==> src/sv/zstl_pkg.sv <==
// package: types, codes and character helpers for the token lexer
package zstl_pkg;

  localparam int PositionBitsDefault = 32;

  typedef enum logic [3:0] {
    M_IDLE  = 4'd0,
    M_WORD  = 4'd1,
    M_NUM   = 4'd2,
    M_STR   = 4'd3,
    M_ANG1  = 4'd4,
    M_ANG2  = 4'd5,
    M_OP1   = 4'd6,
    M_LINE  = 4'd7,
    M_BLOCK = 4'd8
  } lex_mode_t;

  typedef enum logic [3:0] {
    C_DEFAULT = 4'd0,
    C_KEYWORD = 4'd1,
    C_TYPE    = 4'd2,
    C_IDENT   = 4'd3,
    C_NUMBER  = 4'd4,
    C_STRING  = 4'd5,
    C_OPEN    = 4'd6,
    C_CLOSE   = 4'd7,
    C_PUNCT   = 4'd8,
    C_COMMENT = 4'd9
  } tok_class_t;

  function automatic logic digit_char(input logic [7:0] c);
    return (c >= 8'h30) && (c <= 8'h39);
  endfunction

  function automatic logic letter_char(input logic [7:0] c);
    return ((c >= 8'h61) && (c <= 8'h7a)) || ((c >= 8'h41) && (c <= 8'h5a));
  endfunction

  function automatic logic id_start(input logic [7:0] c);
    return (c == 8'h5f) || (c == 8'h40) || letter_char(c);
  endfunction

  function automatic logic is_space(input logic [7:0] c);
    return (c == 8'h20) || ((c >= 8'h09) && (c <= 8'h0d));
  endfunction

  function automatic logic [47:0] pack_word(input string s);
    logic [47:0] r;
    r = '0;
    for (int k = 0; k < 6; k++) begin
      if (k < s.len()) r[8*k +: 8] = s[k];
    end
    return r;
  endfunction

  // word class from the kept prefix, length and integer type flag
  function automatic tok_class_t word_class(input logic [47:0] w, input logic [2:0] n,
                                            input logic f);
    logic kw;
    logic ty;
    kw = ((n == 3'd3) && (w == pack_word("pub"))) ||
         ((n == 3'd5) && (w == pack_word("const"))) ||
         ((n == 3'd5) && (w == pack_word("union"))) ||
         ((n == 3'd4) && (w == pack_word("enum"))) ||
         ((n == 3'd6) && (w == pack_word("struct"))) ||
         ((n == 3'd2) && (w == pack_word("if"))) ||
         ((n == 3'd3) && (w == pack_word("var"))) ||
         ((n == 3'd5) && (w == pack_word("while"))) ||
         ((n == 3'd4) && (w == pack_word("true"))) ||
         ((n == 3'd5) && (w == pack_word("false"))) ||
         ((n == 3'd6) && (w == pack_word("return"))) ||
         ((n == 3'd5) && (w == pack_word("error"))) ||
         ((n == 3'd4) && (w == pack_word("test"))) ||
         ((n == 3'd3) && (w == pack_word("try"))) ||
         ((n == 3'd6) && (w == pack_word("switch"))) ||
         ((n == 3'd4) && (w == pack_word("else"))) ||
         ((n == 3'd4) && (w == pack_word("null"))) ||
         ((n == 3'd3) && (w == pack_word("for"))) ||
         ((n == 3'd2) && (w == pack_word("fn")));
    ty = ((n == 3'd5) && (w == pack_word("usize"))) ||
         ((n == 3'd5) && (w == pack_word("isize"))) ||
         ((n == 3'd4) && (w == pack_word("void"))) ||
         (f && (n >= 3'd2));
    if (kw) return C_KEYWORD;
    if (ty) return C_TYPE;
    return C_IDENT;
  endfunction

  typedef struct packed {
    logic       valid;
    logic       at_next;
    tok_class_t cls;
  } tok_t;

endpackage

==> src/sv/zig_syntax_token_lexer.sv <==
// top level of the streaming token lexer
// One byte per cycle is accepted while output room lasts; a byte can give up to two tokens,
// which leave through a two-entry queue one per cycle while out_stall is low, so bytes that close
// a token and open a one-byte token hold the input off while the queue holds both. The first token
// of an accepted byte appears at the outputs in the next cycle, from the queue register driving
// the outputs; in_stall follows out_stall combinationally when the queue holds one word.
module zig_syntax_token_lexer import zstl_pkg::*; #(
  parameter int PositionBits = PositionBitsDefault
) (
  input  logic        clk,
  input  logic        rst,
  input  logic        in_valid,
  output logic        in_stall,
  input  logic [7:0]  text_byte,
  input  logic        buffer_end,
  output logic        out_valid,
  input  logic        out_stall,
  output logic [31:0] token_start,
  output logic [31:0] token_end,
  output logic [3:0]  token_class,
  output logic        last_of_run
);

  tok_t                    tok_a, tok_b;
  logic [PositionBits-1:0] start_a, start_b, pos, pos_inc;
  logic [63:0]             sa, sb, ea, pe, pn;
  logic [68:0]             da, db, dq;
  logic                    room, step;

  assign in_stall = !room;
  assign step     = in_valid && room;
  assign pos_inc  = pos + PositionBits'(1);

  zstl_core #(.PositionBits(PositionBits)) u_core (
    .clk, .rst, .step, .text_byte, .buffer_end,
    .tok_a, .tok_b, .start_a, .start_b, .pos
  );

  assign sa = 64'(start_a);
  assign sb = 64'(start_b);
  assign pe = 64'(pos);
  assign pn = 64'(pos_inc);
  assign ea = tok_a.at_next ? pn : pe;
  assign da = {sa[31:0], ea[31:0], tok_a.cls, !tok_b.valid};
  assign db = {sb[31:0], pn[31:0], tok_b.cls, 1'b1};

  zstl_outq u_outq (
    .clk, .rst,
    .push_a(step && tok_a.valid), .data_a(da),
    .push_b(step && tok_b.valid), .data_b(db),
    .room, .valid(out_valid), .stall(out_stall), .data(dq)
  );

  assign token_start = dq[68:37];
  assign token_end   = dq[36:5];
  assign token_class = dq[4:1];
  assign last_of_run = dq[0];

endmodule

==> src/sv/zstl_core.sv <==
// lexer state and per-byte token decisions, up to two tokens per byte
module zstl_core import zstl_pkg::*; #(
  parameter int PositionBits = PositionBitsDefault
) (
  input  logic                    clk,
  input  logic                    rst,
  input  logic                    step,
  input  logic [7:0]              text_byte,
  input  logic                    buffer_end,
  output tok_t                    tok_a,
  output tok_t                    tok_b,
  output logic [PositionBits-1:0] start_a,
  output logic [PositionBits-1:0] start_b,
  output logic [PositionBits-1:0] pos
);

  lex_mode_t             mode, mode_next;
  logic [PositionBits-1:0] start_pos, start_pos_next;
  logic [47:0]           prefix, prefix_next;
  logic [2:0]            wlen, wlen_next;
  logic                  itf, itf_next;
  logic [7:0]            opench, opench_next;
  logic                  esc, esc_next;
  logic                  restart;
  logic                  c_digit, c_idcont, c_op;
  logic [47:0]           ins;

  assign c_digit  = digit_char(text_byte);
  assign c_idcont = id_start(text_byte) || c_digit;
  assign c_op = (text_byte == ":") || (text_byte == "=") || (text_byte == "!") ||
                (text_byte == "?") || (text_byte == "+") || (text_byte == "-") ||
                (text_byte == "*") || (text_byte == "/") || (text_byte == "%") ||
                (text_byte == "^") || (text_byte == "|") || (text_byte == "&");

  always_comb begin
    ins = '0;
    for (int k = 0; k < 6; k++) begin
      if (wlen == 3'(k)) ins[8*k +: 8] = text_byte;
    end
  end

  always_comb begin
    mode_next      = mode;
    start_pos_next = start_pos;
    prefix_next    = prefix;
    wlen_next      = wlen;
    itf_next       = itf;
    opench_next    = opench;
    esc_next       = esc;
    restart        = 1'b0;
    tok_a          = '{valid: 1'b0, at_next: 1'b1, cls: C_PUNCT};
    tok_b          = '{valid: 1'b0, at_next: 1'b1, cls: C_PUNCT};
    unique case (mode)
      M_WORD: begin
        if (c_idcont) begin
          prefix_next = prefix | ins;
          if (wlen < 3'd7) wlen_next = wlen + 3'd1;
          itf_next = itf && c_digit;
          tok_a = '{valid: buffer_end, at_next: 1'b1,
                    cls: word_class(prefix_next, wlen_next, itf_next)};
        end else begin
          tok_a = '{valid: 1'b1, at_next: 1'b0, cls: word_class(prefix, wlen, itf)};
          restart = 1'b1;
        end
      end
      M_NUM: begin
        if (c_digit || letter_char(text_byte)) begin
          tok_a = '{valid: buffer_end, at_next: 1'b1, cls: C_NUMBER};
        end else begin
          tok_a = '{valid: 1'b1, at_next: 1'b0, cls: C_NUMBER};
          restart = 1'b1;
        end
      end
      M_STR: begin
        if (esc) begin
          esc_next = 1'b0;
          tok_a = '{valid: buffer_end, at_next: 1'b1, cls: C_STRING};
        end else if (text_byte == opench) begin
          tok_a = '{valid: 1'b1, at_next: 1'b1, cls: C_STRING};
          mode_next = M_IDLE;
        end else begin
          esc_next = (text_byte == 8'h5c);
          tok_a = '{valid: buffer_end, at_next: 1'b1, cls: C_STRING};
        end
      end
      M_ANG1, M_ANG2: begin
        if (text_byte == "=") begin
          tok_a = '{valid: 1'b1, at_next: 1'b1, cls: C_PUNCT};
          mode_next = M_IDLE;
        end else if (mode == M_ANG1 && text_byte == opench) begin
          mode_next = M_ANG2;
          tok_a = '{valid: buffer_end, at_next: 1'b1, cls: C_PUNCT};
        end else begin
          tok_a = '{valid: 1'b1, at_next: 1'b0, cls: C_PUNCT};
          restart = 1'b1;
        end
      end
      M_OP1: begin
        if (text_byte == "=") begin
          tok_a = '{valid: 1'b1, at_next: 1'b1, cls: C_PUNCT};
          mode_next = M_IDLE;
        end else if (text_byte == "/") begin
          mode_next = M_LINE;
          tok_a = '{valid: buffer_end, at_next: 1'b1, cls: C_COMMENT};
        end else if (text_byte == "*") begin
          mode_next = M_BLOCK;
          esc_next = 1'b1;
          tok_a = '{valid: buffer_end, at_next: 1'b1, cls: C_COMMENT};
        end else if ((opench == "+" || opench == "-" || opench == "|" || opench == "&") &&
                     text_byte == opench) begin
          tok_a = '{valid: 1'b1, at_next: 1'b1, cls: C_PUNCT};
          mode_next = M_IDLE;
        end else begin
          tok_a = '{valid: 1'b1, at_next: 1'b0, cls: C_PUNCT};
          restart = 1'b1;
        end
      end
      M_LINE: begin
        if (text_byte == 8'h0a) begin
          tok_a = '{valid: 1'b1, at_next: 1'b0, cls: C_COMMENT};
          mode_next = M_IDLE;
        end else begin
          tok_a = '{valid: buffer_end, at_next: 1'b1, cls: C_COMMENT};
        end
      end
      M_BLOCK: begin
        if (esc && text_byte == "/") begin
          esc_next = 1'b0;
          tok_a = '{valid: 1'b1, at_next: 1'b1, cls: C_COMMENT};
          mode_next = M_IDLE;
        end else begin
          esc_next = (text_byte == "*");
          tok_a = '{valid: buffer_end, at_next: 1'b1, cls: C_COMMENT};
        end
      end
      default: restart = 1'b1;
    endcase

    if (restart) begin
      mode_next = M_IDLE;
      if (!is_space(text_byte)) begin
        start_pos_next = pos;
        if (id_start(text_byte)) begin
          mode_next   = M_WORD;
          prefix_next = {40'd0, text_byte};
          wlen_next   = 3'd1;
          itf_next    = (text_byte == "i") || (text_byte == "u");
          tok_b = '{valid: buffer_end, at_next: 1'b1,
                    cls: word_class({40'd0, text_byte}, 3'd1, itf_next)};
        end else if (c_digit) begin
          mode_next = M_NUM;
          tok_b = '{valid: buffer_end, at_next: 1'b1, cls: C_NUMBER};
        end else if (text_byte == 8'h22 || text_byte == 8'h27) begin
          mode_next   = M_STR;
          opench_next = text_byte;
          esc_next    = 1'b0;
          tok_b = '{valid: buffer_end, at_next: 1'b1, cls: C_STRING};
        end else if (text_byte == "{" || text_byte == "[" || text_byte == "(") begin
          tok_b = '{valid: 1'b1, at_next: 1'b1, cls: C_OPEN};
        end else if (text_byte == "}" || text_byte == "]" || text_byte == ")") begin
          tok_b = '{valid: 1'b1, at_next: 1'b1, cls: C_CLOSE};
        end else if (text_byte == "<" || text_byte == ">") begin
          mode_next   = M_ANG1;
          opench_next = text_byte;
          tok_b = '{valid: buffer_end, at_next: 1'b1, cls: C_PUNCT};
        end else if (c_op) begin
          mode_next   = M_OP1;
          opench_next = text_byte;
          tok_b = '{valid: buffer_end, at_next: 1'b1, cls: C_PUNCT};
        end else if (text_byte == ";" || text_byte == "," || text_byte == ".") begin
          tok_b = '{valid: 1'b1, at_next: 1'b1, cls: C_PUNCT};
        end else begin
          tok_b = '{valid: 1'b1, at_next: 1'b1, cls: C_DEFAULT};
        end
      end
    end
    if (buffer_end) begin
      mode_next = M_IDLE;
      esc_next  = 1'b0;
    end
  end

  assign start_a = start_pos;
  assign start_b = pos;

  always_ff @(posedge clk) begin
    if (rst) begin
      mode      <= M_IDLE;
      pos       <= '0;
      start_pos <= '0;
      prefix    <= '0;
      wlen      <= '0;
      itf       <= 1'b0;
      opench    <= '0;
      esc       <= 1'b0;
    end else if (step) begin
      mode      <= mode_next;
      pos       <= buffer_end ? '0 : pos + PositionBits'(1);
      start_pos <= start_pos_next;
      prefix    <= prefix_next;
      wlen      <= wlen_next;
      itf       <= itf_next;
      opench    <= opench_next;
      esc       <= esc_next;
    end
  end

endmodule

==> src/sv/zstl_outq.sv <==
// two-entry token queue feeding the output register
module zstl_outq import zstl_pkg::*; (
  input  logic        clk,
  input  logic        rst,
  input  logic        push_a,
  input  logic [68:0] data_a,
  input  logic        push_b,
  input  logic [68:0] data_b,
  output logic        room,
  output logic        valid,
  input  logic        stall,
  output logic [68:0] data
);

  logic [68:0] q0, q1, q0_next, q1_next;
  logic [1:0]  cnt, cnt_next;
  logic        pop;
  logic [1:0]  base;
  logic [1:0]  pb_idx;

  // two slots; a new byte is taken only when both are free after this cycle's pop
  assign pop   = valid && !stall;
  assign room  = (cnt == 2'd0) || (cnt == 2'd1 && pop);
  assign valid = cnt != 2'd0;
  assign data  = q0;
  assign base  = cnt - {1'b0, pop};
  assign pb_idx = base + {1'b0, push_a};
  assign cnt_next = base + {1'b0, push_a} + {1'b0, push_b};

  always_comb begin
    q0_next = pop ? q1 : q0;
    q1_next = q1;
    if (push_a) begin
      if (base == 2'd0) q0_next = data_a;
      else q1_next = data_a;
    end
    if (push_b) begin
      if (pb_idx == 2'd0) q0_next = data_b;
      else q1_next = data_b;
    end
  end

  always_ff @(posedge clk) begin
    if (rst) begin
      cnt <= '0;
    end else begin
      cnt <= cnt_next;
    end
  end

  always_ff @(posedge clk) begin
    q0 <= q0_next;
    q1 <= q1_next;
  end

endmodule

==> config.mk <==
export PLATFORM = sky130hd
export DESIGN_NAME = zig_syntax_token_lexer
export DESIGN_NICKNAME = d
export VERILOG_FILES = /design/src/sv/zstl_pkg.sv /design/src/sv/zig_syntax_token_lexer.sv /design/src/sv/zstl_core.sv /design/src/sv/zstl_outq.sv
export SDC_FILE = /design/constraint.sdc
export NUM_CORES = 1
export LEC_CHECK = 0
export BUFFER_PORTS_ARGS = -buffer_cell sky130_fd_sc_hd__buf_2
export CAP_MARGIN = 20
export CORE_MARGIN = 3
export CORE_UTILIZATION = 25
export DETAILED_ROUTE_END_ITERATION = 7
export SLEW_MARGIN = 25
export SYNTH_ARGS = -nofsm -noshare
export SYNTH_HDL_FRONTEND = slang
export SYNTH_SLANG_ARGS = --single-unit
export TNS_END_PERCENT = 50
==> constraint.sdc <==
create_clock -name clk -period 5.7 [get_ports clk]
set_input_delay 0.285 -clock clk [delete_from_list [all_inputs] [get_ports clk]]
set_output_delay 0.285 -clock clk [all_outputs]
set_load 0.1 [all_outputs]
==> reports/results.ini, run 1 <==
[power_and_ir_drop]
p_int_w=0.00470
power_switching_w=0.00494
seqPwrFrac=0.290
ir_drop_uv=383
power.share.switching=0.512
p_comb_frac=0.512
leakage_nw=6.62
pwr-share-clk=0.198
power_density_mw_per_mm2=544

[sta]
setup_viol=0
finalCritPeriodShare=0.791
fmax_ghz=0.222
setup_slack_ns=1.19
finalHoldViolCount=0
finalCriticalPeriod_ns=4.51
slew_viol_final=0
clock_skew_ns=0.0269
worst_pin_slew_ns=1.09
fin_setup_tns_ns=0
rsz0062_at_grt=false
worst_slew_margin_rel=0.260

[worst_setup_path]
path_delay_family=compound AO/OA/AOI/OAI gates
critPathRequiredTime_ns=6.21
crit_path_max_incr_delay_ns=0.72
worstSetupPathType=reg -> reg
cp-end-kind=flip-flop
cp-start-kind=flip-flop
cp_max_fo=19
critical-path-slowest-cell=o21ai_2
crit_chain=xor2_1 > nor4_1 > nand3b_1 > o31a_1 > o31ai_2 > inv_1 > ha_1 > xor2_1 > nor2b_1 > buf_4 > o21ai_2 > buf_4 > o21ai_0 > a221oi_1
cp_num_buf_inv=3
arrival_ns=5.01

[route]
drc=0
routedWlPerCell_um=20.3
drtAntennaViolNets=0
drtPass1Iterations=6
drt_iter0_drc=1977
routed_wl_um=60400
vias=16499
routed_via_density=5.55

[floorplanning]
rows=91
core_mm2=0.0621
initial_utilization=0.254
die_h_um=257
ioPinCount=84
dieArea_mm2=0.0661
dieWidth_um=257

[grt]
overflow=0
antenna_found_initial=3
grt_pass1_vias=15201
grt_use_total=0.175
grt_max_degree=68
grt_pass1_wl_um=92800

[layout]
n_fill_cell=6822
nets=2134
area_growth_pct=12.5
mostFrequentLayoutCells=301 x nor2_1, 299 x nand2_1, 269 x dfxtp_1
final_common_cell=nor2_1
drive_above_1_share=0.104

[placement]
gp_congestion=0.983
hpwlAfterDp_um=41400
place_ws_ns=1.08
port_buffers=83

[run]
maxCapViolCount=0

[yosys]
synth.distinct_cells=92
synth_edf_count=0
synth-seq-cells=269
ys_seq_area_frac=0.342
synth_warnings=0
netlist_instances=2155
syn_area_per_cell_um2=7.31
syn_area_mm2=0.0158
synth_ff_type=dfxtp_1
syn_nets=2178
synthArstFlopShare=0

[clock_tree]
worstSkewPairLatency_ns=0.61
cts.sinks=269
clk_path_buf_depth=3
cts_setup_buffers=0
clk_pin_slew_ns=0.07
root_buffer=clkbuf_16
htree_levels=1
post_cts_resized=0
cts_tree=built
cts_made_buffers=30
ctsHoldBuffers=0

[hold_path]
hold_path_class=in -> reg

[status]
status=finished clean

==> registers in the layout, indices dropped and copies added, names as in the netlist <==
register,cells
u_core.esc,1
u_core.itf,1
u_outq.cnt,2
u_core.opench,8
u_core.start_a,32
u_core.wlen,3
u_outq.q1,69
u_core.prefix,48
u_core.pos,32
u_outq.data,69
u_core.mode,4
==> synthesized netlist by cell type (all sizes together), types with 6 or more instances <==
library cell | instances | area, µm²
and3b | 7 | 61.3
nor2b | 18 | 113
and4 | 8 | 72.6
nor3b | 7 | 52.6
and2 | 20 | 125
inv | 37 | 141
nor4b | 12 | 105
a21oi | 147 | 739
a22oi | 27 | 203
nand4b | 7 | 61.3
and4b | 8 | 80.1
nor4bb | 11 | 110
nand2 | 301 | 1130
a31oi | 48 | 300
or2 | 11 | 68.8
ha | 10 | 125
nand2b | 16 | 100
and3 | 25 | 156
o21ai | 68 | 348
a22o | 6 | 52.6
dfxtp | 269 | 5390
a211oi | 23 | 173
o211ai | 41 | 308
nand3 | 99 | 495
or4 | 14 | 113
a21o | 13 | 97.6
a221oi | 7 | 67.6
nand4 | 46 | 288
nor4 | 33 | 206
clkbuf | 133 | 500
a2111oi | 7 | 61.3
xor2 | 17 | 149
o31ai | 8 | 70.1
o22ai | 84 | 526
nand3b | 16 | 120
nor2 | 303 | 1140
nor3 | 37 | 185
mux2i | 43 | 430
a311oi | 9 | 78.8
xnor2 | 11 | 96.3
buf | 66 | 343
==> kinds of logic after synthesis <==
family,Yosys count,share of synthesized area
AO/OA/AOI/OAI,557,0.234
adder cells (fa/ha/maj),10,0.00794
flip-flops,269,0.342
AND/OR/NAND/NOR,1011,0.310
XOR/XNOR,28,0.0156
buffers and inverters,237,0.0627
multiplexers,43,0.0273
==> power groups by stage <==
| stage | clock network, W | logic, W | registers (W) |
|---|---|---|---|
| floorplan | 0 | 0.00215 | 0.00451 |
| global placement | 0 | 0.00488 | 0.00283 |
| detailed placement | 0 | 0.00490 | 0.00283 |
| CTS | 0.00195 | 0.00492 | 0.00279 |
| global route | 0.00201 | 0.00526 | 0.00285 |
| finish | 0.00191 | 0.00493 | 0.00280 |
==> cell type report <==
cell class                      instances  area (µm²)  share of cell area
Tap cell                              837        1050              0.0591
Clock inverter                         14         113             0.00635
Inverter                               38         145             0.00819
Multi-Input combinational cell       1649        9460               0.533
Antenna cell                            2        5.00            0.000282
Clock buffer                           40         858              0.0484
Sequential cell                       269        5390               0.304
Timing Repair Buffer                  123         718              0.0405
==> layer usage <==
layer / global-route usage / wire length, µm
met1: 0.253 / 27700
met2: 0.254 / 25100
met3: 0.0336 / 5190
met4: 0.0688 / 2430
met5: 0 / 0
==> through the flow <==
| step | instance area (µm²) | total power (W) | util | hold WS, ns | cells |
|---|---|---|---|---|---|
| after floorplan | 15800 | 0.00666 | - | 0.451 | 2155 |
| after global routing | 17700 | 0.0101 | 0.286 | 0.0980 | 2970 |
| after CTS | 17700 | 0.00967 | 0.286 | 0.0788 | 2970 |
| after global placement | 16700 | 0.00771 | 0.270 | 0.463 | 2916 |
| final | 17700 | 0.00964 | 0.286 | 0.0987 | 2972 |
| after detailed placement | 16800 | 0.00773 | 0.270 | 0.465 | 2916 |
==> final timing paths <==
kind | startpoint | to | slack [ns] | depth (start not counted)
max | u_core.opench[3] | u_outq.q1[35] | 1.19 | 14
min | rst | u_core.pos[13] | 0.1 | 2
max reg2reg | u_core.opench[3] | u_outq.q1[35] | 1.19 | 14
min reg2reg | u_outq.q1[53] | u_outq.q1[53] | 0.47 | 2
Power figures use the tool's default switching activity.
==> run 2: changes to the inputs <==
--- a/config.mk
+++ b/config.mk
@@ -5,6 +5,7 @@
 export SDC_FILE = /design/constraint.sdc
 export NUM_CORES = 1
 export LEC_CHECK = 0
+export ABC_AREA = 1
 export BUFFER_PORTS_ARGS = -buffer_cell sky130_fd_sc_hd__buf_2
 export CAP_MARGIN = 20
 export CORE_MARGIN = 3
==> constraint.sdc (replaced) <==
create_clock -name clk -period 4.1 [get_ports clk]
set_input_delay 0.205 -clock clk [delete_from_list [all_inputs] [get_ports clk]]
set_output_delay 0.205 -clock clk [all_outputs]
set_load 0.1 [all_outputs]
==> run 2 against run 1 <==
Global-route usage is 1.1 points lower. Largest cell class unchanged. Die area increased by 5.0%. Power is 50% higher. Wire length is 2.0% lower. Cell area up 6.1%.
==> reports/results.ini, run 2 <==
[route]
dr_wl_met2_um=26300
routed_via_density=4.85
drtAntennaViolNets=0
routedWlPerCell_um=16.5
drc=0
dr_wl_met3_um=4220
wl_met1_um=27000
drt_iter0_drc=1669
routed_wl_um=59300
vias=17428
highest_layer=met4
drtPass1Iterations=6

[layout]
final_common_cell=nand2_1
stdcell_count=3593
mostFrequentLayoutCells=758 x nand2_1, 315 x nor2_1, 286 x inv_1
area_growth_pct=13.6
final_util=0.289
final-seq-area_mm2=0.00539
drive_above_1_share=0.0851
n_fill_cell=7269
nets=2736
antenna_cells=0
multi_input_area_mm2=0.00933

[worst_setup_path]
cp-start-kind=input pin
cp_max_fo=54
arrival_ns=3.99
worstSetupPathType=in -> reg
critPathRequiredTime_ns=4.58
r2r_slack_ns=0.72
cp-end-kind=flip-flop

[yosys]
synth.distinct_cells=49
post-synth-top-count-cell=nand2_1
syn_nets=2719
synth_area_leaders=dfxtp_1 33%, nand2_1 17%, nor2_1 7.2%
syn_area_per_cell_um2=6.14
synth_common_cells=758 x nand2_1, 316 x nor2_1, 286 x inv_1
synth_top_cell_by_area=dfxtp_1
synthArstFlopShare=0
synth-seq-cells=269
synth_edf_count=0
synth_top_area_frac=0.325
netlist_instances=2696
syn_area_mm2=0.0166
synth_ff_type=dfxtp_1
ys_seq_area_frac=0.325
synth_warnings=0

[clock_tree]
htree_levels=1
cts.sinks=269
clk_path_buf_depth=3
cts_made_buffers=31
root_buffer=clkbuf_16
cts_tree=built
post_cts_resized=0
cts_setup_buffers=0
worstSkewPairLatency_ns=0.60
clk_pin_slew_ns=0.06

[floorplanning]
rows=93
die_h_um=263
dieWidth_um=263
initial_utilization=0.255
ioPinCount=84
core_mm2=0.0650
dieArea_mm2=0.0694

[power_and_ir_drop]
leakage_nw=8.26
p_comb_frac=0.535
ir_drop_uv=384
p_int_w=0.00694
seqPwrFrac=0.273
power.share.switching=0.520
power_switching_w=0.00753
pwr-share-clk=0.192
power_density_mw_per_mm2=769

[placement]
port_buffers=83
place_ws_ns=0.540
dp_cells=3534
hpwlAfterDp_um=42600
gp_congestion=0.938

[status]
status=finished clean

[grt]
grt_use_total=0.164
overflow=0
antenna_found_initial=0
grt_pass1_wl_um=92200
grt_pass1_vias=16127
grt_max_degree=92

[sta]
rsz0062_at_grt=false
finalHoldViolCount=0
fmax_ghz=0.285
finalCritPeriodShare=0.855
worst_slew_margin_rel=0.401
timing.hold.ws_ns=0.0378
clock_skew_ns=0.0274
setup_slack_ns=0.593
finalCriticalPeriod_ns=3.51
worst_pin_slew_ns=0.892
slew_viol_final=0
setup_viol=0
fin_setup_tns_ns=0

[run]
maxCapViolCount=0

[hold_path]
hold_path_class=in -> reg

[run 2: changes by cell type after synthesis, moves of 20 or more]
cell / previous run / this run
o22ai_1: 84 / 7
nand3_1: 99 / 232
a31oi_1: 48 / 18
o21ai_0: 56 / 185
and3_1: 25 / 0
a22oi_1: 27 / 3
a211oi_1: 23 / 3
nor4_1: 33 / 7
clkbuf_1: 132 / 78
nand2_1: 301 / 758
inv_1: 36 / 286
[run 2: layout make-up]
class,instances,share of cell area
multi-input cells,1974,0.496
flip-flops and latches,269,0.286
inverters,306,0.0611
well taps,855,0.0569
clock inverters,12,0.00592
repair buffers,131,0.0460
clock buffers,46,0.0480
[run 2: final timing paths]
path,from,to,cells past startpoint
max,text_byte[4],u_outq.q1[49],25
max reg2reg,u_core.opench[0],u_outq.q1[49],18
min reg2reg,u_core.prefix[7],u_core.prefix[7],2
min,text_byte[0],u_core.prefix[32],3
[run 2: what timing repair did]
item | CTS | global route
hold buffers | 1 | 0
endpoints found under the hold margin | 1 | 0
setup endpoints to repair | 0 | 0
[run 2: critical path: stages]
cell and delay [ns]:
dlygate4sd3_1 0.53, buf_2 0.22, inv_2 0.10, nor2_2 0.18, nand2_1 0.09, inv_2 0.08
nand2_1 0.05, nand2_1 0.10, nor2_4 0.06, nand2_4 0.11, inv_2 0.06, o21ai_1 0.13
nand4_1 0.22, nand2_1 0.19, inv_1 0.06, ha_1 0.18, xnor2_1 0.24, inv_1 0.06
nor2_1 0.12, inv_1 0.12, nand2_4 0.30, buf_12 0.27, nand3_1 0.10, o21ai_1 0.09
inv_1 0.05
[run 2: stage by stage]
stage          total power, W  cell area, µm²
2_1_floorplan          0.0100           16600
3_3_place_gp           0.0117           17800
3_5_place_dp           0.0117           17800
4_1_cts                0.0146           18800
5_1_grt                0.0155           18800
6_report               0.0145           18800
[run 2: power by group through the flow]
stage	sequential [W]	clock (W)	combinational, W
6_report	0.00396	0.00278	0.00774
5_1_grt	0.00405	0.00295	0.00852
4_1_cts	0.00396	0.00285	0.00777
3_5_place_dp	0.00400	0	0.00773
3_3_place_gp	0.00401	0	0.00770
2_1_floorplan	0.00614	0	0.00388
[run 2: routing by layer]
| layer | up-vias | global-route usage |
|---|---|---|
| met5 | - | 0 |
| met2 | 593 | 0.265 |
| met1 | 7974 | 0.224 |
| li1 | 8765 | - |
| met4 | 0 | 0.0502 |
| met3 | 96 | 0.0260 |
[run 2: cells by family (layout without fill, tap and decap cells)]
group	count (synthesis)	after routing	share of synthesized area
AND/OR/NAND/NOR	1461	1461	0.373
flip-flops	269	269	0.325
buffers and inverters	453	495	0.113
AO/OA/AOI/OAI	443	443	0.148
XOR/XNOR	32	32	0.0169
multiplexers	28	28	0.0169
adder cells (fa/ha/maj)	10	10	0.00755
